File: src/hw/rtl/dnc_pkg.sv
`timescale 1ns / 1ps
// shared types, constants and the month length table for the day number to date block
// no dependencies; dnc_seq, dnc_dp and the top level import this package

package dnc_pkg;

  localparam int CountWidth = 22;
  localparam int YearWidth  = 14;
  localparam int MulAWidth  = 22;
  localparam int MulBWidth  = 30;
  localparam int ProdWidth  = MulAWidth + MulBWidth;

  localparam logic [CountWidth-1:0] LAST_VALID_DAY = 22'd3652058;

  // reciprocals for exact constant division over the ranges used here
  localparam logic [MulBWidth-1:0] RECIP_366 = 30'd11734884;  // x / 366 = (x * r) >> 32
  localparam logic [MulBWidth-1:0] RECIP_7   = 30'd613566757; // x / 7   = (x * r) >> 32
  localparam logic [MulBWidth-1:0] RECIP_100 = 30'd10486;     // y / 100 = (y * r) >> 20
  localparam logic [MulBWidth-1:0] DAYS_YEAR_MUL = 30'd365;

  localparam logic [8:0] DAYS_365 = 9'd365;
  localparam logic [8:0] DAYS_366 = 9'd366;
  localparam logic [6:0] CENT_LAST = 7'd99;
  localparam logic [3:0] MONTH_LAST = 4'd11;

  typedef struct packed {
    logic [CountWidth-1:0] base_days;
  } in_beat_t;

  typedef struct packed {
    logic [YearWidth-1:0] year;
    logic [3:0]           month;
    logic [4:0]           day_of_month;
    logic [8:0]           day_of_year;
    logic [2:0]           weekday;
    logic                 out_of_range;
  } out_beat_t;

  typedef enum logic [3:0] {
    ST_IDLE,
    ST_DIV366,
    ST_DIV7,
    ST_MUL365,
    ST_DIV100,
    ST_CENT,
    ST_ADV,
    ST_YEAR,
    ST_MONTH,
    ST_DONE
  } state_t;

  typedef struct packed {
    state_t step;
    logic   load;
    logic   out_load;
  } ctrl_t;

  typedef struct packed {
    logic oor;
    logic year_fit;
    logic month_fit;
  } status_t;

  function automatic logic [4:0] month_len(input logic [3:0] idx, input logic leap);
    logic [4:0] len;
    case (idx)
      4'd0:    len = 5'd31;
      4'd1:    len = leap ? 5'd29 : 5'd28;
      4'd2:    len = 5'd31;
      4'd3:    len = 5'd30;
      4'd4:    len = 5'd31;
      4'd5:    len = 5'd30;
      4'd6:    len = 5'd31;
      4'd7:    len = 5'd31;
      4'd8:    len = 5'd30;
      4'd9:    len = 5'd31;
      4'd10:   len = 5'd30;
      4'd11:   len = 5'd31;
      default: len = 5'd31;
    endcase
    return len;
  endfunction

endpackage

File: src/hw/rtl/dnc_stream_if.sv
`timescale 1ns / 1ps
// valid/ready stream channel with a typed payload
// payload types come from dnc_pkg at the point of instantiation

interface dnc_stream_if #(parameter type payload_t = logic);
  logic     valid;
  logic     ready;
  payload_t data;

  modport source (output valid, output data, input ready);
  modport sink (input valid, input data, output ready);
endinterface

File: src/hw/rtl/dnc_seq.sv
`timescale 1ns / 1ps
// sequencer: steps the shared multiplier and adder through estimate, year and month walk
// depends on dnc_pkg

module dnc_seq (
  input  logic             clk,
  input  logic             rst,
  input  logic             in_valid,
  input  logic             out_ready,
  input  dnc_pkg::status_t status,
  output dnc_pkg::ctrl_t   ctrl,
  output logic             in_ready,
  output logic             out_valid
);
  import dnc_pkg::*;

  state_t state;
  state_t state_next;

  always_ff @(posedge clk) begin
    if (rst) begin
      state     <= ST_IDLE;
      out_valid <= 1'b0;
    end else begin
      state <= state_next;
      if (ctrl.out_load) begin
        out_valid <= 1'b1;
      end else if (out_ready) begin
        out_valid <= 1'b0;
      end
    end
  end

  always_comb begin
    state_next    = state;
    in_ready      = 1'b0;
    ctrl.step     = state;
    ctrl.load     = 1'b0;
    ctrl.out_load = 1'b0;
    case (state)
      ST_IDLE: begin
        in_ready = 1'b1;
        if (in_valid) begin
          ctrl.load  = 1'b1;
          state_next = status.oor ? ST_DONE : ST_DIV366;
        end
      end
      ST_DIV366: state_next = ST_DIV7;
      ST_DIV7:   state_next = ST_MUL365;
      ST_MUL365: state_next = ST_DIV100;
      ST_DIV100: state_next = ST_CENT;
      ST_CENT:   state_next = ST_ADV;
      ST_ADV:    state_next = ST_YEAR;
      ST_YEAR: begin
        if (status.year_fit) begin
          state_next = ST_MONTH;
        end
      end
      ST_MONTH: begin
        if (status.month_fit) begin
          state_next = ST_DONE;
        end
      end
      ST_DONE: begin
        // hold the result here until the output register frees up
        if (!out_valid || out_ready) begin
          ctrl.out_load = 1'b1;
          state_next    = ST_IDLE;
        end
      end
      default: state_next = ST_IDLE;
    endcase
  end

  a_rise_from_done: assert property (@(posedge clk) disable iff (rst)
    $rose(out_valid) |-> $past(state) == ST_DONE)
    else $error("result beat appeared outside the done step");

  a_load_shows: assert property (@(posedge clk) disable iff (rst)
    ctrl.out_load |=> out_valid)
    else $error("loaded result not presented");

endmodule

File: src/hw/rtl/dnc_dp.sv
`timescale 1ns / 1ps
// datapath: one shared multiplier with a registered product, the remainder adder,
// year and century counters and the result register; depends on dnc_pkg

module dnc_dp (
  input  logic               clk,
  input  logic               rst,
  input  dnc_pkg::ctrl_t     ctrl,
  input  dnc_pkg::in_beat_t  in_data,
  output dnc_pkg::status_t   status,
  output dnc_pkg::out_beat_t out_data
);
  import dnc_pkg::*;

  logic [CountWidth-1:0] rem1;
  logic [CountWidth-1:0] rem;
  logic [ProdWidth-1:0]  prod;
  logic [YearWidth-1:0]  year_r;
  logic [18:0]           q7;
  logic [2:0]            wd;
  logic [6:0]            m100;
  logic [1:0]            cm4;
  logic [3:0]            mi;
  logic [3:0]            mon;
  logic [4:0]            mday;
  logic [8:0]            doy;
  logic                  oor_r;

  logic [MulAWidth-1:0]  mul_a;
  logic [MulBWidth-1:0]  mul_b;
  logic                  leap;
  logic [8:0]            year_len;
  logic [4:0]            mlen;
  logic [6:0]            cent;
  logic [CountWidth-1:0] rem_dec;
  logic [CountWidth-1:0] q7_times7;

  assign leap      = (year_r[1:0] == 2'd0) && ((m100 != 7'd0) || (cm4 == 2'd0));
  assign year_len  = leap ? DAYS_366 : DAYS_365;
  assign mlen      = month_len(mi, leap);
  assign cent      = prod[26:20];
  assign rem_dec   = rem - 22'd1;
  assign q7_times7 = {q7, 3'b000} - {3'b000, q7};

  assign status.oor       = in_data.base_days > LAST_VALID_DAY;
  assign status.year_fit  = rem <= {13'd0, year_len};
  assign status.month_fit = rem <= {17'd0, mlen};

  // operand select for the shared multiplier
  always_comb begin
    mul_a = rem1;
    mul_b = RECIP_366;
    case (ctrl.step)
      ST_DIV366: begin
        mul_a = rem1;
        mul_b = RECIP_366;
      end
      ST_DIV7: begin
        mul_a = rem1;
        mul_b = RECIP_7;
      end
      ST_MUL365: begin
        mul_a = {8'd0, year_r};
        mul_b = DAYS_YEAR_MUL;
      end
      ST_DIV100: begin
        mul_a = {8'd0, year_r};
        mul_b = RECIP_100;
      end
      default: begin
        mul_a = rem1;
        mul_b = RECIP_366;
      end
    endcase
  end

  always_ff @(posedge clk) begin
    case (ctrl.step)
      ST_IDLE: begin
        if (ctrl.load) begin
          rem1  <= in_data.base_days + 22'd1;
          oor_r <= status.oor;
        end
      end
      ST_DIV366: prod <= mul_a * mul_b;
      ST_DIV7: begin
        year_r <= prod[45:32];
        prod   <= mul_a * mul_b;
      end
      ST_MUL365: begin
        q7   <= prod[50:32];
        prod <= mul_a * mul_b;
      end
      ST_DIV100: begin
        wd   <= 3'(rem1 - q7_times7);
        rem  <= rem1 - prod[CountWidth-1:0];
        prod <= mul_a * mul_b;
      end
      ST_CENT: begin
        // finish the leap-day count of the estimate: - y/4 + y/100 - y/400
        rem  <= rem + {15'd0, cent} - {10'd0, year_r[13:2]} - {17'd0, cent[6:2]};
        m100 <= 7'(year_r - ({7'd0, cent} * 14'd100));
        cm4  <= cent[1:0];
      end
      ST_ADV, ST_YEAR: begin
        if (ctrl.step == ST_ADV || !status.year_fit) begin
          if (ctrl.step == ST_YEAR) begin
            rem <= rem - {13'd0, year_len};
          end
          year_r <= year_r + 14'd1;
          if (m100 == CENT_LAST) begin
            m100 <= 7'd0;
            cm4  <= cm4 + 2'd1;
          end else begin
            m100 <= m100 + 7'd1;
          end
        end else begin
          doy <= rem_dec[8:0];
          mi  <= 4'd0;
        end
      end
      ST_MONTH: begin
        if (status.month_fit) begin
          mon  <= mi + 4'd1;
          mday <= rem[4:0];
        end else begin
          rem <= rem - {17'd0, mlen};
          mi  <= mi + 4'd1;
        end
      end
      ST_DONE: begin
        if (ctrl.out_load) begin
          out_data.out_of_range <= oor_r;
          out_data.year         <= oor_r ? 14'd0 : year_r;
          out_data.month        <= oor_r ? 4'd0 : mon;
          out_data.day_of_month <= oor_r ? 5'd0 : mday;
          out_data.day_of_year  <= oor_r ? 9'd0 : doy;
          out_data.weekday      <= oor_r ? 3'd0 : wd;
        end
      end
      default: begin
      end
    endcase
  end

  a_year_bound: assert property (@(posedge clk) disable iff (rst)
    ctrl.step == ST_YEAR |-> year_r <= 14'd9999)
    else $error("year walk ran past the last year");

  a_month_bound: assert property (@(posedge clk) disable iff (rst)
    ctrl.step == ST_MONTH |-> mi <= MONTH_LAST)
    else $error("month walk ran past december");

  a_cent_bound: assert property (@(posedge clk) disable iff (rst)
    ctrl.step == ST_YEAR |-> m100 <= CENT_LAST)
    else $error("year within century out of range");

endmodule

File: src/hw/rtl/day_number_to_civil_date.sv
`timescale 1ns / 1ps
// Day count to proleptic Gregorian date converter.
//
// day_in carries one beat per conversion: base_days, days since 1 January of year 1.
// date_out returns one beat per input with year, month, day_of_month, day_of_year,
// weekday (0 is Sunday) and out_of_range. Counts past 31 December 9999 give
// out_of_range set and every other field zero.
//
// One multiplier and one remainder adder are stepped by a small sequencer:
// four multiply steps form the year estimate, the weekday and the leap-day count,
// then the year is advanced one per cycle (up to about 22) and the months walked one
// per cycle (up to 12). Only one conversion is in flight, and the sequencer returns to
// idle before it takes the next beat; an out-of-range count goes straight from idle to
// the done step.
//
// day_in.ready is high while the sequencer is idle, even if a result still waits on
// date_out. If date_out stalls, the finished result waits in the sequencer until the
// output register is free. Reset (rst, synchronous) returns to idle and drops
// date_out.valid.
// depends on dnc_pkg, dnc_stream_if, dnc_seq and dnc_dp

module day_number_to_civil_date (
  input logic          clk,
  input logic          rst,
  dnc_stream_if.sink   day_in,
  dnc_stream_if.source date_out
);
  import dnc_pkg::*;

  ctrl_t     ctrl;
  status_t   status;
  in_beat_t  in_data;
  out_beat_t out_data;
  logic      in_ready;
  logic      out_valid;

  assign in_data        = day_in.data;
  assign day_in.ready   = in_ready;
  assign date_out.valid = out_valid;
  assign date_out.data  = out_data;

  dnc_seq u_seq (
    .clk       (clk),
    .rst       (rst),
    .in_valid  (day_in.valid),
    .out_ready (date_out.ready),
    .status    (status),
    .ctrl      (ctrl),
    .in_ready  (in_ready),
    .out_valid (out_valid)
  );

  dnc_dp u_dp (
    .clk      (clk),
    .rst      (rst),
    .ctrl     (ctrl),
    .in_data  (in_data),
    .status   (status),
    .out_data (out_data)
  );

endmodule
File: src/flat_wrapper.sv
// flat-port wrapper written by rule: the top's interface ports become plain ports
module day_number_to_civil_date_flat import dnc_pkg::*;
  (clk, rst, day_in_valid, day_in_data, day_in_ready, date_out_valid, date_out_data, date_out_ready);
  dnc_stream_if day_in_i ();
  dnc_stream_if date_out_i ();
  input logic clk;
  input logic rst;
  input wire logic [$bits(day_in_i.valid)-1:0] day_in_valid;
  input wire logic [$bits(day_in_i.data)-1:0] day_in_data;
  output wire logic [$bits(day_in_i.ready)-1:0] day_in_ready;
  output wire logic [$bits(date_out_i.valid)-1:0] date_out_valid;
  output wire logic [$bits(date_out_i.data)-1:0] date_out_data;
  input wire logic [$bits(date_out_i.ready)-1:0] date_out_ready;
  assign day_in_i.valid = day_in_valid;
  assign day_in_i.data = day_in_data;
  assign day_in_ready = day_in_i.ready;
  assign date_out_valid = date_out_i.valid;
  assign date_out_data = date_out_i.data;
  assign date_out_i.ready = date_out_ready;
  day_number_to_civil_date u_core (.clk(clk), .rst(rst), .day_in(day_in_i), .date_out(date_out_i));
endmodule
File: config.mk
export PLATFORM = sky130hd
export DESIGN_NAME = day_number_to_civil_date_flat
export DESIGN_NICKNAME = d
export VERILOG_FILES = /design/src/hw/rtl/dnc_pkg.sv /design/src/hw/rtl/dnc_stream_if.sv /design/src/hw/rtl/dnc_seq.sv /design/src/hw/rtl/dnc_dp.sv /design/src/hw/rtl/day_number_to_civil_date.sv /design/src/flat_wrapper.sv
export SDC_FILE = /design/constraint.sdc
export NUM_CORES = 1
export LEC_CHECK = 0
export BUFFER_PORTS_ARGS = -buffer_cell sky130_fd_sc_hd__buf_2
export CAP_MARGIN = 20
export CORE_ASPECT_RATIO = 1.5
export CORE_MARGIN = 1
export CORE_UTILIZATION = 40
export CTS_BUF_LIST = sky130_fd_sc_hd__clkbuf_4
export CTS_CLUSTER_SIZE = 20
export DETAILED_ROUTE_END_ITERATION = 16
export HOLD_SLACK_MARGIN = 0.08
export SYNTH_ARGS = -nofsm -noshare
export SYNTH_HDL_FRONTEND = slang
export SYNTH_HIERARCHICAL = 1
export SYNTH_SLANG_ARGS = --single-unit
File: constraint.sdc
create_clock -name clk -period 23.4 [get_ports clk]
set_clock_uncertainty 0.15 [all_clocks]
set_input_delay 1.17 -clock clk [delete_from_list [all_inputs] [get_ports clk]]
set_output_delay 1.17 -clock clk [all_outputs]
set_load 0.02 [all_outputs]
After elaboration in Yosys (flattened, before gate mapping)
Index checks and enable logic that the tools add are counted. Widths: inputs -> output; s select.

Register bits after elaboration: 124. Latch bits: 0. Bits in writable memories: 0. Bits in read-only memories: 0. Bits of input ports: 5. Output and inout port bits: 3. Logic and storage cells: 112. Memories kept: 0.

Add/sub/neg operators: 12. Multiply operators: 2. Div/mod/pow operators: 0. Order comparisons: 3. Equal/unequal tests: 24. Shifts and indexed selects: 0. Mux-type cells: 33. Bitwise logic cells: 0. Reductions and logical operators: 27.

Operators by type and width (number): $pmux 30 s3 (1); $mux 22 (4); $pmux 22 s4 (1); $mul 22x30->46 (1); $sub 22x5->22 (2); $pmux 4 s10 (1); $mux 4 (7); $pmux 14 s2 (1); $add 22x7->22 (1); $gt 1x22->1 const B (1); $le 22x5->1 (1); $le 22x9->1 (1); $sub 22x12->22 (1); $sub 22x22->22 (1); $sub 22x9->22 (1); $eq 4x3->1 const B (5); $eq 4x4->1 const B (4); $add 14x1->14 const B (1); $mux 14 (1); $mux 7 (2); $ne 2x2->1 const B (7); $pmux 7 s2 (1); $eq 4x2->1 const B (3); $eq 4x1->1 const B (2); 25 further kinds (50).

Longest topological paths before layout
Depth after elaboration: 9. Mapped depth: 34.

By module
The synthesis kept the hierarchy.

By module, submodules not included: dnc_dp (instances 1, cells each 2666, area an instance 25713.4 um2, seq. area each 5195.0 um2); dnc_seq (instances 1, cells each 39, area an instance 325.3 um2, seq. area each 100.1 um2); day_number_to_civil_date (instances 1, cells each 1, area an instance 3.8 um2, seq. area each 0.0 um2).

Worst setup path after synthesis
Ideal clock, no wire load.

Path type: reg2reg. Start point: reg u_core.u_seq.state[1]. End point: reg u_core.u_dp.prod[44], data pin. Data arrival time: 7.924 ns. Setup slack: 15.069 ns. Cell stages (with the launch flop): 32. Buffers on the path: 4. Period minus slack after synthesis: 8.331 ns. Cells stage by stage: dfxtp_1 > clkbuf_1 > and3_1 > clkbuf_1 > or2_2 > clkbuf_1 > clkbuf_1 > a21oi_1 > inv_1 > nand2_1 > fa_1 > inv_1 > fa_1 > inv_1 > fa_1 > inv_1 > fa_1 > inv_1 > fa_1 > fa_1 > inv_1 > fa_1 > ha_1 > o21a_1 > o211ai_1 > o21ai_0 > a31oi_1 > a211o_1 > o311a_1 > nor4b_1 > o22ai_1 > xnor2_1.

Word-level cells in the longest chain between the ends: 4. Elaborated cells between the ends (all ways): 7. Those cells by class: 1 x mul; 3 x eq/ne; 2 x mux; 1 x reduce/logical.

RTL lines: start: declaration (line dnc_seq.sv:17) `state_t state;`; start signal: assignment (line dnc_seq.sv:25) `state <= state_next;`; $eq 4x3->1 or $eq 4x2->1 (tied branches) (line dnc_dp.sv:53, dnc_dp.sv:78); $reduce_or 2->1 (no line); $mux 22 (line dnc_dp.sv:53) `case (ctrl.step)`; $mul 22x30->46 *; end signal: assignment (line dnc_dp.sv:85) `ST_DIV366: prod <= mul_a * mul_b;`; end signal: assignment (line dnc_dp.sv:88) `prod <= mul_a * mul_b;`; end signal: assignment (line dnc_dp.sv:92) `prod <= mul_a * mul_b;`; end: declaration (line dnc_dp.sv:17) `logic [ProdWidth-1:0] prod;`.

Every way passes the cells marked *; elsewhere a longest branch is shown, timed or not. A chain may end at the register's enable or synchronous reset.

Worst setup path in the final report
Start point: reg u_core.u_seq.state[3]. End point: reg u_core.u_dp.prod[39], data pin.

The elaborated chain is that of the path after synthesis.

==> flow_summary.toml <==
[final_layout]
layout.nets = 3375
final_common_cell = "inv_1"
most-common-layout-cells = "inv_1 (657), fa_1 (374), ha_1 (321)"
syn2layout_area_growth_pct = 6.78
share_of_layout_cells_above_drive_strength_1_pct = 3.09

[yosys]
warnings_from_yosys = 6
syn-mean-instance-area_um2 = 9.24
instance_count_of_the_mapped_netlist = 2583
synth_area_um2 = 23900

[clocking]
cts_htree_levels = 4
clockBufferDepth = 2
ctsRootBufferMaster = "clkbuf_4"
ctsResizeCount = 0
cts_sinks = 119
clk_pin_slew_worst_paths_ps = 140
cts_inserted_buffers = 17
buffers_inserted_during_post_cts_setup_optimization = 0
cts_tree = "built"
worst_skew_pair.late_latency_ps = 590
ctsHoldBuffers = 0

[placement]
detailed_place_hpwl_um = 65400
gp_congestion = 1.03
place_worst_setup_slack_ps = 12980
port_buffers = 7

[drt]
detailroute.via_count = 17932
wire_per_inst_um = 21.7
drc = 0
drt.antenna.violating_nets = 0
drt_pre_antenna_iters = 7
via_to_cell_ratio = 5.17
initialDrtViolationCount = 1102
routed_wl_um = 75300

[floorplanning]
initial_utilization_pct = 40.5
fp.coreArea_um2 = 58900
count_of_boundary_i_o_pins = 8
placement_rows = 109
die-width_um = 201
fp.dieArea_um2 = 60700
die-height_um = 301

[sta]
share_of_the_cycle_needed_by_the_critical_path_after_routing_pct = 45.1
maxClockFrequency_ghz = 0.0948
setup_ws_ps = 12850
slew_violations = 0
final_period_minus_worst_setup_slack_ps = 10550
max_slew.worst_pin.slew_ps = 1130
hold_violations = 0
max_slew_margin_pct = 24.3
worst_hold_slack_ps = 314
total_negative_setup_slacks_ps = 0
rsz0062_at_grt = "false"
setup_violations = 0

[hold_path]
class_of_the_most_critical_hold_timing_path = "flop to flop"
hold_path.startpoint = "u_core/u_dp/oor_r$_DFFE_PP_"
hold-path-cell-count = 0

[flow_run]
timing.max_cap.violations = 0

[worst_setup_path]
critical_path_required_ps = 23570
critical-path-slowest-cell = "fa_1"
critical_path_cell_count = 33
ff2ff_setup_slack_ps = 12850
worst_r2r_path_depth = 33
critical_path_startpoint_category = "flop"
path_delay_family = "adder cells"
critPathArrivalTime_ps = 10720
worst_r2r_startpoint = "u_core/u_seq/state[3]$_SDFFE_PP0P_"
worstSetupPathType = "flop to flop"
worst_path_largest_cell_delay_ps = 730
worstPathBufferInverterCount = 9
startpoint = "u_core/u_seq/state[3]$_SDFFE_PP0P_"
critical_path_endpoint_category = "flop"
setup.worst_path.end = "u_core/u_dp/prod[39]$_DFFE_PP_"
worstReg2RegEnd = "u_core/u_dp/prod[39]$_DFFE_PP_"
worstPathMaxFanout = 35

[status]
run_status = "finished, final reports clean"

[global_routing]
grt_pass1_vias = 19794
track_usage_pct = 25.8
antenna_found_initial = 3
overflow = 0
largest_net_degree_at_the_start_of_global_routing = 44
grt_first_pass_wirelength_um = 115000
==> layer usage <==
layer  part of all wire [%]  vias up  GRT usage, %
met5                  0.025        -             0
met4                     11        2          23.6
met3                    3.8      226          2.91
met1                     34     8909          25.4
li1                       -     8323             -
met2                     52      472          47.2
==> flip-flops by register name (all words and copies together) (netlist names) <==
name / count
u_core/u_dp/mi: 4
u_core/u_dp/year_r: 14
u_core/u_dp/rem: 22
u_core/u_seq/state: 4
u_core/u_dp/cm4: 2
u_core/u_dp/m100: 7
u_core/u_seq/out_valid: 1
u_core/u_dp/prod: 41
u_core/u_dp/rem1: 22
u_core/u_dp/oor_r: 1
u_core/u_dp/out_data: 1
==> stage by stage <==
step,area (um^2),utilization (%),std cells
floorplan,24300,-,2686
global placement,25200,42.8,3431
detailed placement,25200,42.8,3433
CTS,25500,43.3,3465
global route,25500,43.3,3466
finish,25500,43.3,3467
==> worst min path at each step <==
stage / slack, ps / to
2_1_floorplan: 250 / u_core/u_dp/out_data[0]$_DFFE_PP_
3_3_place_gp: 270 / u_core/u_dp/out_data[0]$_DFFE_PP_
3_5_place_dp: 280 / u_core/u_dp/out_data[0]$_DFFE_PP_
4_1_cts: 310 / u_core/u_dp/out_data[0]$_DFFE_PP_
5_1_grt: 320 / u_core/u_dp/out_data[0]$_DFFE_PP_
6_report: 310 / u_core/u_dp/out_data[0]$_DFFE_PP_
==> layout make-up <==
| cell class | instances | area [um^2] |
|---|---|---|
| Timing Repair Buffer | 27 | 180 |
| Clock buffer | 18 | 135 |
| Fill cell | 5914 | 33400 |
| Sequential cell | 119 | 3520 |
| Multi-Input combinational cell | 1852 | 18100 |
| Clock inverter | 14 | 150 |
| Inverter | 658 | 2470 |
| Antenna cell | 2 | 5.00 |
| Tap cell | 777 | 972 |
Power is left out: the tool's default activity adds up to more than one toggle a clock period on the data nets, which glitch-free logic cannot reach.
